$ cat src/satd_pkg.sv
// Package for the slot aging tier demoter: field widths, codes and types
// shared by satd_age_mem, satd_ctrl and slot_aging_tier_demoter_top.
// No dependencies.
package satd_pkg;

  // Field widths
  localparam int unsigned ACT_W     = 2;
  localparam int unsigned SLOT_W    = 5;
  localparam int unsigned STAT_W    = 2;
  localparam int unsigned AGE_W     = 8;
  localparam int unsigned CNT_W     = 16;
  localparam int unsigned NEXT_W    = 6;
  localparam int unsigned CFG_W     = 8;
  localparam int unsigned CFG_IDX_W = 1;

  // Default table size
  localparam int unsigned SLOTS_DEFAULT = 32;

  // Saturation limits and reset thresholds
  localparam logic [AGE_W-1:0] AGE_MAX        = '1;
  localparam logic [CNT_W-1:0] CNT_MAX        = '1;
  localparam logic [CFG_W-1:0] MEM_ROUNDS_RST = 8'd4;
  localparam logic [CFG_W-1:0] DSK_ROUNDS_RST = 8'd16;

  // Transaction opcodes
  typedef enum logic [ACT_W-1:0] {
    ACT_ADD  = 2'd0,
    ACT_USE  = 2'd1,
    ACT_DEL  = 2'd2,
    ACT_TICK = 2'd3
  } action_e;

  // Result status codes
  typedef enum logic [STAT_W-1:0] {
    STAT_OK     = 2'd0,
    STAT_FULL   = 2'd1,
    STAT_ABSENT = 2'd2
  } status_e;

  // Configuration register indexes
  typedef enum logic [CFG_IDX_W-1:0] {
    CFG_MEMORY_ROUNDS = 1'b0,
    CFG_DISK_ROUNDS   = 1'b1
  } cfg_idx_e;

  // Controller states
  typedef enum logic [2:0] {
    ST_IDLE,
    ST_EXEC,
    ST_SWEEP_RD,
    ST_SWEEP_CHK,
    ST_FINAL
  } state_e;

  // Age memory access strobes
  typedef struct packed {
    logic rd_en;
    logic wr_en;
  } age_ctl_t;

endpackage

$ cat src/satd_age_mem.sv
// Idle-age memory: one write port, one read port, registered read data.
// Depends on satd_pkg.
module satd_age_mem #(
  parameter int unsigned SLOTS = satd_pkg::SLOTS_DEFAULT
) (
  input  logic                          clk_i,
  input  satd_pkg::age_ctl_t            ctl_i,
  input  logic [$clog2(SLOTS)-1:0]      rd_addr_i,
  input  logic [$clog2(SLOTS)-1:0]      wr_addr_i,
  input  logic [satd_pkg::AGE_W-1:0]    wr_data_i,
  output logic [satd_pkg::AGE_W-1:0]    rd_data_o
);

  logic [satd_pkg::AGE_W-1:0] mem_q [SLOTS];

  // Write port
  always_ff @(posedge clk_i) begin
    if (ctl_i.wr_en) begin
      mem_q[wr_addr_i] <= wr_data_i;
    end
  end

  // Read port, data held until the next read
  always_ff @(posedge clk_i) begin
    if (ctl_i.rd_en) begin
      rd_data_o <= mem_q[rd_addr_i];
    end
  end

endmodule

$ cat src/satd_ctrl.sv
// Controller: valid bits, allocation pointer, use counter, thresholds,
// sweep sequencer and result register. Drives satd_age_mem. Depends on satd_pkg.
module satd_ctrl #(
  parameter int unsigned SLOTS = satd_pkg::SLOTS_DEFAULT
) (
  input  logic                            clk_i,
  input  logic                            rst_ni,
  // input channel
  input  logic                            in_valid_i,
  output logic                            in_stall_o,
  input  logic [satd_pkg::ACT_W-1:0]      action_i,
  input  logic [satd_pkg::SLOT_W-1:0]     slot_i,
  // result channel
  output logic                            out_valid_o,
  input  logic                            out_stall_i,
  output logic [satd_pkg::SLOT_W-1:0]     slot_out_o,
  output logic [satd_pkg::STAT_W-1:0]     status_o,
  output logic                            to_memory_o,
  output logic                            to_disk_o,
  output logic [satd_pkg::CNT_W-1:0]      use_total_o,
  output logic                            last_o,
  // configuration
  input  logic                            cfg_we_i,
  input  logic [satd_pkg::CFG_IDX_W-1:0]  cfg_idx_i,
  input  logic [satd_pkg::CFG_W-1:0]      cfg_data_i,
  // age memory
  output satd_pkg::age_ctl_t              age_ctl_o,
  output logic [$clog2(SLOTS)-1:0]        age_rd_addr_o,
  output logic [$clog2(SLOTS)-1:0]        age_wr_addr_o,
  output logic [satd_pkg::AGE_W-1:0]      age_wr_data_o,
  input  logic [satd_pkg::AGE_W-1:0]      age_rd_data_i
);

  localparam int unsigned IDX_W = $clog2(SLOTS);
  localparam logic [satd_pkg::NEXT_W-1:0] SLOTS_N  = satd_pkg::NEXT_W'(SLOTS);
  localparam logic [IDX_W-1:0]            LAST_IDX = IDX_W'(SLOTS - 1);

  satd_pkg::state_e state_q, state_d;

  satd_pkg::action_e                act_q, act_d;
  logic [satd_pkg::SLOT_W-1:0]      slot_q, slot_d;
  logic [SLOTS-1:0]                 valid_q, valid_d;
  logic [satd_pkg::NEXT_W-1:0]      next_slot_q, next_slot_d;
  logic [satd_pkg::CNT_W-1:0]       use_cnt_q, use_cnt_d;
  logic [IDX_W-1:0]                 sweep_idx_q, sweep_idx_d;
  logic [satd_pkg::CFG_W-1:0]       mem_rounds_q, mem_rounds_d;
  logic [satd_pkg::CFG_W-1:0]       dsk_rounds_q, dsk_rounds_d;

  // result register
  logic                             out_valid_q, out_valid_d;
  logic [satd_pkg::SLOT_W-1:0]      res_slot_q, res_slot_d;
  satd_pkg::status_e                res_stat_q, res_stat_d;
  logic                             res_mem_q, res_mem_d;
  logic                             res_dsk_q, res_dsk_d;
  logic [satd_pkg::CNT_W-1:0]       res_total_q, res_total_d;
  logic                             res_last_q, res_last_d;

  logic             in_acc;
  logic             out_free;
  logic             out_load;
  logic [IDX_W-1:0] sidx;
  logic             present;
  logic             full;
  logic             age_hit;
  logic             sweep_step;

  assign in_acc   = in_valid_i && (state_q == satd_pkg::ST_IDLE);
  assign out_free = !out_valid_q || !out_stall_i;
  assign sidx     = IDX_W'(slot_q);
  assign present  = (satd_pkg::NEXT_W'(slot_q) < SLOTS_N) && valid_q[sidx];
  assign full     = (next_slot_q >= SLOTS_N);
  assign age_hit  = (age_rd_data_i >= mem_rounds_q);
  // a checked slot retires once its demote result (if any) has a place to go
  assign sweep_step = !age_hit || out_free;

  // Next state
  always_comb begin
    state_d = state_q;
    unique case (state_q)
      satd_pkg::ST_IDLE: begin
        if (in_acc) begin
          state_d = (satd_pkg::action_e'(action_i) == satd_pkg::ACT_TICK)
                    ? satd_pkg::ST_SWEEP_RD : satd_pkg::ST_EXEC;
        end
      end
      satd_pkg::ST_EXEC: begin
        if (out_free) state_d = satd_pkg::ST_IDLE;
      end
      satd_pkg::ST_SWEEP_RD: begin
        if (valid_q[sweep_idx_q]) state_d = satd_pkg::ST_SWEEP_CHK;
        else if (sweep_idx_q == LAST_IDX) state_d = satd_pkg::ST_FINAL;
      end
      satd_pkg::ST_SWEEP_CHK: begin
        if (sweep_step) begin
          state_d = (sweep_idx_q == LAST_IDX) ? satd_pkg::ST_FINAL
                                              : satd_pkg::ST_SWEEP_RD;
        end
      end
      satd_pkg::ST_FINAL: begin
        if (out_free) state_d = satd_pkg::ST_IDLE;
      end
      default: state_d = satd_pkg::ST_IDLE;
    endcase
  end

  // Datapath and outputs
  always_comb begin
    act_d         = act_q;
    slot_d        = slot_q;
    valid_d       = valid_q;
    next_slot_d   = next_slot_q;
    use_cnt_d     = use_cnt_q;
    sweep_idx_d   = sweep_idx_q;
    mem_rounds_d  = mem_rounds_q;
    dsk_rounds_d  = dsk_rounds_q;
    age_ctl_o     = '0;
    age_rd_addr_o = sweep_idx_q;
    age_wr_addr_o = sweep_idx_q;
    age_wr_data_o = '0;
    out_load      = 1'b0;
    res_slot_d    = res_slot_q;
    res_stat_d    = res_stat_q;
    res_mem_d     = res_mem_q;
    res_dsk_d     = res_dsk_q;
    res_total_d   = res_total_q;
    res_last_d    = res_last_q;

    // thresholds (the user must write them only while idle; not enforced here)
    if (cfg_we_i) begin
      unique case (satd_pkg::cfg_idx_e'(cfg_idx_i))
        satd_pkg::CFG_MEMORY_ROUNDS: mem_rounds_d = cfg_data_i;
        satd_pkg::CFG_DISK_ROUNDS:   dsk_rounds_d = cfg_data_i;
        default: ;
      endcase
    end

    unique case (state_q)
      satd_pkg::ST_IDLE: begin
        if (in_acc) begin
          act_d       = satd_pkg::action_e'(action_i);
          slot_d      = slot_i;
          sweep_idx_d = '0;
        end
      end

      // single-slot transactions: no age read needed
      satd_pkg::ST_EXEC: begin
        if (out_free) begin
          out_load    = 1'b1;
          res_slot_d  = slot_q;
          res_stat_d  = satd_pkg::STAT_OK;
          res_mem_d   = 1'b0;
          res_dsk_d   = 1'b0;
          res_total_d = '0;
          res_last_d  = 1'b1;
          unique case (act_q)
            satd_pkg::ACT_ADD: begin
              if (full) begin
                res_slot_d = '0;
                res_stat_d = satd_pkg::STAT_FULL;
              end else begin
                valid_d[next_slot_q[IDX_W-1:0]] = 1'b1;
                age_ctl_o.wr_en = 1'b1;
                age_wr_addr_o   = next_slot_q[IDX_W-1:0];
                age_wr_data_o   = '0;
                next_slot_d     = next_slot_q + 1'b1;
                res_slot_d      = satd_pkg::SLOT_W'(next_slot_q);
              end
            end
            satd_pkg::ACT_USE: begin
              if (present) begin
                age_ctl_o.wr_en = 1'b1;
                age_wr_addr_o   = sidx;
                age_wr_data_o   = '0;
                if (use_cnt_q != satd_pkg::CNT_MAX) use_cnt_d = use_cnt_q + 1'b1;
              end else begin
                res_stat_d = satd_pkg::STAT_ABSENT;
              end
            end
            satd_pkg::ACT_DEL: begin
              if (present) valid_d[sidx] = 1'b0;
              else res_stat_d = satd_pkg::STAT_ABSENT;
            end
            satd_pkg::ACT_TICK: ;
            default: ;
          endcase
        end
      end

      // sweep: read the age of a valid slot, skip an empty one
      satd_pkg::ST_SWEEP_RD: begin
        if (valid_q[sweep_idx_q]) begin
          age_ctl_o.rd_en = 1'b1;
        end else if (sweep_idx_q != LAST_IDX) begin
          sweep_idx_d = sweep_idx_q + 1'b1;
        end
      end

      // sweep: demote check and saturating age write-back
      satd_pkg::ST_SWEEP_CHK: begin
        if (sweep_step) begin
          age_ctl_o.wr_en = 1'b1;
          age_wr_data_o   = (age_rd_data_i == satd_pkg::AGE_MAX)
                            ? age_rd_data_i : age_rd_data_i + 1'b1;
          if (sweep_idx_q != LAST_IDX) sweep_idx_d = sweep_idx_q + 1'b1;
          if (age_hit) begin
            out_load    = 1'b1;
            res_slot_d  = satd_pkg::SLOT_W'(sweep_idx_q);
            res_stat_d  = satd_pkg::STAT_OK;
            res_mem_d   = 1'b1;
            res_dsk_d   = (age_rd_data_i >= dsk_rounds_q);
            res_total_d = '0;
            res_last_d  = 1'b0;
          end
        end
      end

      // closing result with the use count
      satd_pkg::ST_FINAL: begin
        if (out_free) begin
          out_load    = 1'b1;
          res_slot_d  = '0;
          res_stat_d  = satd_pkg::STAT_OK;
          res_mem_d   = 1'b0;
          res_dsk_d   = 1'b0;
          res_total_d = use_cnt_q;
          res_last_d  = 1'b1;
          use_cnt_d   = '0;
        end
      end

      default: ;
    endcase

    out_valid_d = out_load ? 1'b1 : (out_valid_q && out_stall_i);
  end

  // Control state
  always_ff @(posedge clk_i or negedge rst_ni) begin
    if (!rst_ni) begin
      state_q      <= satd_pkg::ST_IDLE;
      valid_q      <= '0;
      next_slot_q  <= '0;
      use_cnt_q    <= '0;
      sweep_idx_q  <= '0;
      mem_rounds_q <= satd_pkg::MEM_ROUNDS_RST;
      dsk_rounds_q <= satd_pkg::DSK_ROUNDS_RST;
      out_valid_q  <= 1'b0;
    end else begin
      state_q      <= state_d;
      valid_q      <= valid_d;
      next_slot_q  <= next_slot_d;
      use_cnt_q    <= use_cnt_d;
      sweep_idx_q  <= sweep_idx_d;
      mem_rounds_q <= mem_rounds_d;
      dsk_rounds_q <= dsk_rounds_d;
      out_valid_q  <= out_valid_d;
    end
  end

  // Payload registers
  always_ff @(posedge clk_i) begin
    act_q       <= act_d;
    slot_q      <= slot_d;
    res_slot_q  <= res_slot_d;
    res_stat_q  <= res_stat_d;
    res_mem_q   <= res_mem_d;
    res_dsk_q   <= res_dsk_d;
    res_total_q <= res_total_d;
    res_last_q  <= res_last_d;
  end

  assign in_stall_o  = (state_q != satd_pkg::ST_IDLE);
  assign out_valid_o = out_valid_q;
  assign slot_out_o  = res_slot_q;
  assign status_o    = res_stat_q;
  assign to_memory_o = res_mem_q;
  assign to_disk_o   = res_dsk_q;
  assign use_total_o = res_total_q;
  assign last_o      = res_last_q;

endmodule

$ cat src/slot_aging_tier_demoter_top.sv
// Slot aging tier demoter: one transaction at a time. Add, use and delete
// go through an accept state, then an update state that loads the result,
// waiting while the result register holds a stalled result (out_stall_i).
// A tick walks the slot table: an empty slot is skipped, a valid one gets an
// age memory read, then compare and write-back through the single age memory,
// and a closing result follows; demote and closing results also wait on
// output stalls. A finished result waits in an output register while the next
// transaction is accepted. The user must write thresholds only while the block
// is idle; the block itself does not enforce this.
// Top level; depends on satd_pkg, satd_age_mem and satd_ctrl.
module slot_aging_tier_demoter_top #(
  parameter int unsigned SLOTS = satd_pkg::SLOTS_DEFAULT
) (
  input  logic                            clk_i,
  input  logic                            rst_ni,
  input  logic                            in_valid_i,
  output logic                            in_stall_o,
  input  logic [satd_pkg::ACT_W-1:0]      action_i,
  input  logic [satd_pkg::SLOT_W-1:0]     slot_i,
  output logic                            out_valid_o,
  input  logic                            out_stall_i,
  output logic [satd_pkg::SLOT_W-1:0]     slot_out_o,
  output logic [satd_pkg::STAT_W-1:0]     status_o,
  output logic                            to_memory_o,
  output logic                            to_disk_o,
  output logic [satd_pkg::CNT_W-1:0]      use_total_o,
  output logic                            last_o,
  input  logic                            cfg_we_i,
  input  logic [satd_pkg::CFG_IDX_W-1:0]  cfg_idx_i,
  input  logic [satd_pkg::CFG_W-1:0]      cfg_data_i
);

  localparam int unsigned IDX_W = $clog2(SLOTS);

  satd_pkg::age_ctl_t           age_ctl;
  logic [IDX_W-1:0]             age_rd_addr;
  logic [IDX_W-1:0]             age_wr_addr;
  logic [satd_pkg::AGE_W-1:0]   age_wr_data;
  logic [satd_pkg::AGE_W-1:0]   age_rd_data;

  satd_ctrl #(
    .SLOTS (SLOTS)
  ) u_ctrl (
    .clk_i         (clk_i),
    .rst_ni        (rst_ni),
    .in_valid_i    (in_valid_i),
    .in_stall_o    (in_stall_o),
    .action_i      (action_i),
    .slot_i        (slot_i),
    .out_valid_o   (out_valid_o),
    .out_stall_i   (out_stall_i),
    .slot_out_o    (slot_out_o),
    .status_o      (status_o),
    .to_memory_o   (to_memory_o),
    .to_disk_o     (to_disk_o),
    .use_total_o   (use_total_o),
    .last_o        (last_o),
    .cfg_we_i      (cfg_we_i),
    .cfg_idx_i     (cfg_idx_i),
    .cfg_data_i    (cfg_data_i),
    .age_ctl_o     (age_ctl),
    .age_rd_addr_o (age_rd_addr),
    .age_wr_addr_o (age_wr_addr),
    .age_wr_data_o (age_wr_data),
    .age_rd_data_i (age_rd_data)
  );

  satd_age_mem #(
    .SLOTS (SLOTS)
  ) u_age_mem (
    .clk_i     (clk_i),
    .ctl_i     (age_ctl),
    .rd_addr_i (age_rd_addr),
    .wr_addr_i (age_wr_addr),
    .wr_data_i (age_wr_data),
    .rd_data_o (age_rd_data)
  );

  // one transaction in flight: an accept is always followed by a busy cycle
  a_one_in_flight: assert property (@(posedge clk_i) disable iff (!rst_ni)
    (in_valid_i && !in_stall_o) |=> in_stall_o)
    else $error("input accepted back to back");

  // the age memory never reads and writes in the same cycle
  a_age_no_overlap: assert property (@(posedge clk_i) disable iff (!rst_ni)
    !(age_ctl.rd_en && age_ctl.wr_en))
    else $error("age memory read and write overlap");

  // demote results are never final and always carry ok status
  a_demote_shape: assert property (@(posedge clk_i) disable iff (!rst_ni)
    (out_valid_o && to_memory_o) |->
      (!last_o && status_o == satd_pkg::STAT_OK && use_total_o == '0))
    else $error("malformed demote result");

  // disk move only comes with a demote; results that are not demotes close the item
  a_disk_needs_mem: assert property (@(posedge clk_i) disable iff (!rst_ni)
    out_valid_o |-> ((!to_disk_o || to_memory_o) && (to_memory_o || last_o)))
    else $error("disk flag or last flag inconsistent");

endmodule

$ cat config.mk
export PLATFORM = sky130hd
export DESIGN_NAME = slot_aging_tier_demoter_top
export DESIGN_NICKNAME = d
export VERILOG_FILES = /design/src/satd_pkg.sv /design/src/satd_age_mem.sv /design/src/satd_ctrl.sv /design/src/slot_aging_tier_demoter_top.sv
export SDC_FILE = /design/constraint.sdc
export NUM_CORES = 1
export LEC_CHECK = 0
export ABC_AREA = 1
export BUFFER_PORTS_ARGS = -buffer_cell sky130_fd_sc_hd__buf_2
export CAP_MARGIN = 20
export CORE_MARGIN = 5
export CORE_UTILIZATION = 55
export DETAILED_ROUTE_END_ITERATION = 8
export MAX_ROUTING_LAYER = met4
export PLACE_DENSITY_LB_ADDON = 0.25
export SYNTH_ARGS = -nofsm -noshare
export SYNTH_HDL_FRONTEND = slang
export SYNTH_HIERARCHICAL = 1
export SYNTH_SLANG_ARGS = --single-unit
$ cat constraint.sdc
create_clock -name clk_i -period 7 [get_ports clk_i]
set_clock_uncertainty 0.2 [all_clocks]
set_input_delay 0.35 -clock clk_i [delete_from_list [all_inputs] [get_ports clk_i]]
set_output_delay 0.35 -clock clk_i [all_outputs]
set_load 0.005 [all_outputs]
# [Word level (Yosys, flattened, before mapping)]
# Memories as Yosys holds them, arrays and structs flattened. A register that Yosys moved wholly into a read port is not among the register bits.
# Index checks and enable logic that the tools add are counted.
[classes] addsub=4 n_mul=0 div_mod_pow=0 n_lt_le_gt_ge=8 n_eq_ne=24 shifts=0 muxes=83 bitwise_logic=5 n_reduce_logical=29
[op_table] operator="$mux 16" n=8
[op_table] operator="$mux 5" n=14
[op_table] operator="$mux 32" n=2
[op_table] operator="$pmux 32 s2" n=1
[op_table] operator="$pmux 16 s3" n=1
[op_table] operator="$and 32x32->32" n=1
[op_table] operator="$not 32->32" n=1
[op_table] operator="$or 32x32->32" n=1
[op_table] operator="$pmux 16 s2" n=1
[op_table] operator="$pmux 5 s3" n=2
[op_table] operator="$mux 1" n=25
[op_table] operator="$mux 8" n=3
[op_table] operator="$lt 5x6->1 const B" n=3
[op_table] operator="$mux 3" n=6
[op_table] operator="$ne 2x1->1 const B" n=9
[op_table] operator="$add 16x1->16 const B" n=1
[op_table] operator="$ge 8x8->1" n=2
[op_table] operator="$ne 16x16->1 const B" n=1
[op_table] operator="$reduce_and 4->1" n=4
[op_table] operator="$mux 2" n=6
[op_table] operator="$pmux 1 s2" n=6
[op_table] operator="$pmux 3 s4" n=1
[op_table] operator="$bmux 1 s5" n=2
[op_table] operator="$demux 1 s5" n=2
[op_table] operator="other kinds (30)" n=50
[totals] register_bits=112 latchBits=0 mem_bits_rw=256 mem_bits_ro=0 input_bits=21 output_inout_bits=28 wordCells=170 mem_count=1
[memory_table] memory="u_age_mem.mem_q" depth=32 width=8 read_ports=1 rd_ports_with_merged_regs=1 wr=1 line_no="satd_age_mem.sv:14" source="logic [satd_pkg::AGE_W-1:0] mem_q [SLOTS];"

# [Longest topological paths before layout]
[logic_depth] word_depth=8 depth_mapped=17

# [Hierarchy]
# Netlist, hierarchy kept.
[modules_own_cells] mod="satd_age_mem" n_inst=1 cells_each=922 area_each_um2=10866.7 seq_area_each_um2=7927.6
[modules_own_cells] mod="satd_ctrl" n_inst=1 cells_each=1068 area_each_um2=7531.0 seq_area_each_um2=2970.3

# [Least setup slack after synthesis]
# No wires, ideal clock.
[synth_path] path_kind="reg-to-reg" startpoint="register u_age_mem/rd_data_o[3] (netlist name), read port of u_age_mem.mem_q" endpoint="memory u_age_mem/mem_q[0][6] (netlist name), data pin" setup_ps=490 arrival_ps=2810 setup_slack_ps=3500 stages_incl_launch_ff=9 path_buffers=0 period_less_slack_ps=3500 cell_sequence="edfxtp_1 ha_1 a21oi_1 o21ai_0 nand2_1 nand3_1 nand2_1 nand2_1 a311oi_1"
[synth_between] elab_chain_len=5 word_cells_on_any_way=8 cone_classes="add/sub (1); order compare (1); eq/ne (1); mux (3); reduce/logical (2)"
[synth_lines] element="start: declaration" line_no="satd_age_mem.sv:11" source="output logic [satd_pkg::AGE_W-1:0] rd_data_o"
[synth_lines] element="$ge 8x8->1" line_no="satd_ctrl.sv:72" source="assign age_hit = (age_rd_data_i >= mem_rounds_q);"
[synth_lines] element="$logic_not 1->1" line_no="satd_ctrl.sv:74" source="assign sweep_step = !age_hit || out_free;"
[synth_lines] element="$logic_or 1x1->1" line_no="satd_ctrl.sv:74"
[synth_lines] element="$mux 8 (*)" line_no="satd_ctrl.sv:201" source="if (sweep_step) begin"
[synth_lines] element="$mux 8 (*)"
[synth_lines] element="net age_wr_data (one bit)" line_no="slot_aging_tier_demoter_top.sv:38" source="logic [satd_pkg::AGE_W-1:0] age_wr_data;"
[synth_lines] element="end: declaration" line_no="satd_age_mem.sv:14"
# The timed path passes the listed nets; every way through them passes the cells marked *.

==> results.sh <==
export IMPL_worstSetupPathType="reg2reg"
export IMPL_cts_tree="done"
export IMPL_critical_path_required_ps=6960
export IMPL_routedWlPerCell_microns=18.4
export IMPL_worstPathMaxFanout=11
export IMPL_drt_total_wl_microns=46000
export IMPL_grt_usage_pct=25.8
export IMPL_max_freq_mhz=237
export IMPL_yosysUniqueCellTypes=41
export IMPL_nNetsFinal=2069
export IMPL_mostFrequentLayoutCells="671 x nand2_1, 299 x nand3_1, 297 x edfxtp_1"
export IMPL_die_w_microns=193
export IMPL_htree_levels=2
export IMPL_seqPwrFrac_pct=41.8
export IMPL_avgSynthCellArea_sq_um=9.25
export IMPL_synthCells=1990
export IMPL_start_util_pct=55.3
export IMPL_yosys_warnings=6
export IMPL_setup_tns_final_ps=0
export IMPL_reg2reg_depth=11
export IMPL_fp_dieH_microns=193
export IMPL_rsz0062_at_grt="no"
export IMPL_grt_pass1_vias=13500
export IMPL_p_clk_share_pct=30.3
export IMPL_num_antenna_cells=0
export IMPL_design_core_area_sq_um=33300
export IMPL_vias_per_cell=5.66
export IMPL_finish_utilization_pct=60.8
export IMPL_numClockSinks=376
export IMPL_power_leakage_uw=0.00837
export IMPL_insertion_delay_ps=540
export IMPL_clockBufferDepth=3
export IMPL_hold_viol_final=0
export IMPL_grt_overflow=0
export IMPL_antenna_found_initial=0
export IMPL_drt_iter0_markers=1265
export IMPL_drive_gt1_share_pct=7.56
export IMPL_cts_reportedPaths_clkPinSlew_ps=60
export IMPL_finalWeightedCongestion=0.960
export IMPL_p_sw_uw=2330
export IMPL_drt_pass1_iter_count=6
export IMPL_report_final_slew_viol_count=0
export IMPL_rows=67
export IMPL_powerDensity_nw_per_um2=331
export IMPL_reg2reg_slack_ps=2780
export IMPL_layout_commonest_cell="nand2_1"
export IMPL_cts_resized=0
export IMPL_power_internal_uw=4360
export IMPL_ys_ff_latch=376
export IMPL_area_growth_pct=9.92
export IMPL_port_buffers=48
export IMPL_dieArea_sq_um=37200
export IMPL_setup_viol=0
export IMPL_min_period_over_period_pct=60.3
export IMPL_status="complete, no violations"
export IMPL_arrival_ps=4190
export IMPL_setup_worst_path_start_class="flip-flop"
export IMPL_hpwl_microns=29300
export IMPL_syn_area_sq_um=18400
export IMPL_ant_nets=0
export IMPL_grt_max_degree=97
export IMPL_worstMarginPinSlew_ps=1090
export IMPL_cap_violations=0
export IMPL_final_instance_count_excl_fill=2497
export IMPL_max_vdd_ir_drop_mv=0.308
export IMPL_fin_crit_ps=4220
export IMPL_p_total_uw=6690
export IMPL_switching_share_pct=34.8
export IMPL_numCtsBuffers=40
export IMPL_grt_pass1_wl_microns=72700
export IMPL_pin_count=49
export IMPL_syn_nets=2039
export IMPL_hp_class="in2async"
export IMPL_remaining_drc_errors=0
export IMPL_critPathCaptureType="flip-flop"
export IMPL_num_vias=14100
export IMPL_ctsRootBufferMaster="clkbuf_16"
export IMPL_synth_seq_area_share_pct=59.2
export IMPL_place_inst=2408
export IMPL_comb_power_share_pct=27.9
export IMPL_maxSlewHeadroom_pct=27.4
-- cells in the mapped netlist (all sizes together) --
cell type / instances / area, sq um
buf: 68 / 537
o21ai: 94 / 474
a41oi: 2 / 17.5
nand4: 27 / 169
ha: 28 / 350
a21oi: 33 / 165
o21a: 1 / 7.51
a211oi: 1 / 7.51
nor2: 143 / 564
xor2: 15 / 131
o22ai: 5 / 31.3
a221oi: 1 / 8.76
nand2: 676 / 2570
dfstp: 2 / 52.6
dfrtp: 77 / 1930
o211ai: 6 / 45.0
xnor2: 1 / 8.76
o2111ai: 1 / 8.76
a31oi: 4 / 25.0
nor3: 26 / 156
inv: 147 / 552
a311oi: 1 / 8.76
clkbuf: 27 / 101
nand3: 301 / 1520
a22oi: 3 / 22.5
nor4: 1 / 6.26
clkinv: 2 / 7.51
edfxtp: 297 / 8920
-- final timing paths --
path	start	to
max in group asynchronous	rst_ni	u_ctrl/age_rd_addr_o[0]
setup / recovery	u_ctrl/sidx[0]	u_age_mem/mem_q[4][0]
hold reg to reg	u_ctrl/dsk_rounds_q[7]	u_ctrl/dsk_rounds_q[7]
setup reg to reg	u_ctrl/sidx[0]	u_age_mem/mem_q[4][0]
min in group clk_i	in_valid_i	u_ctrl/state_q[0]
hold / removal	rst_ni	u_ctrl/use_cnt_q[12]
-- through the flow --
step	area [sq um]	setup slack (ps)	hold WS (ps)
after CTS	20200	2850	41.8
final	20200	2780	55.1
after detailed placement	18800	2840	76.1
after global placement	18700	3020	70.1
after global routing	20200	2600	80.4
after floorplan	18400	3500	-146
-- what timing repair did --
item / 4_1_cts / 5_1_grt
setup buffers: 0 / 0
endpoints found under the hold margin: 48 / 0
hold buffers: 17 / 0
-- flip-flops by register name, indices dropped and copies added, names as in the netlist --
name and flops:
u_ctrl/to_memory_o 1, u_age_mem/mem_q 256, u_age_mem/rd_data_o 8, u_ctrl/valid_q 32, u_ctrl/use_cnt_q 16, u_ctrl/age_rd_addr_o 5
u_ctrl/slot_out_o 5, u_ctrl/status_o 2, u_ctrl/dsk_rounds_q 8, u_ctrl/next_slot_q 6, u_ctrl/mem_rounds_q 8, u_ctrl/last_o 1
u_ctrl/act_q 2, u_ctrl/use_total_o 16, u_ctrl/to_disk_o 1, u_ctrl/state_q 3, u_ctrl/sidx 5, u_ctrl/out_valid_o 1
-- final cells by class --
class / count / area (sq um)
inverter: 149 / 561
multi-input combinational: 1370 / 6360
clock inverter: 13 / 133
clock buffer: 58 / 1130
timing repair buffer: 83 / 576
tap: 448 / 561
fill: 2759 / 13100
sequential: 376 / 10900
-- critical path, cell delays in order (launching register included) --
cell and delay, ps:
edfxtp_1 540, nor2_1 710, nand2_1 130, nand4_1 160, nand2_1 70, nand2_1 100, nor2_4 70, nand2_4 110
inv_2 60, o211ai_1 300, nand3_1 630, nor2_1 750
-- per-layer routing --
metal  global-route usage [%]  vias to the layer above  routed length (microns)
met4                     9.23                        0                     1740
li1                         -                     6745                        -
met2                     40.8                      626                    21500
met3                     3.31                      134                     3480
met1                     34.7                     6616                    19300
met5                        -                        -                        0
-- cells by family (layout without fill, tap and decap cells) --
logic type	Yosys count	count (layout)	share of synthesized area [%]
AND/OR/NAND/NOR	1174	1174	27.1
flip-flops	376	376	59.2
adder cells (fa/ha/maj)	28	28	1.90
buffers and inverters	244	303	6.51
XOR/XNOR	16	16	0.762
AO/OA/AOI/OAI	152	152	4.47
-- power by group through the flow --
stage                     clock (uW)  sequential, uW  combinational [uW]
final                           2030            2790                1870
after floorplan                    0            2790                1360
after global placement             0            2830                1800
after CTS                       2060            2790                1840
after detailed placement           0            2830                1820
after global routing            2170            2810                2070
No activity file was read; power rests on OpenSTA's default activity.
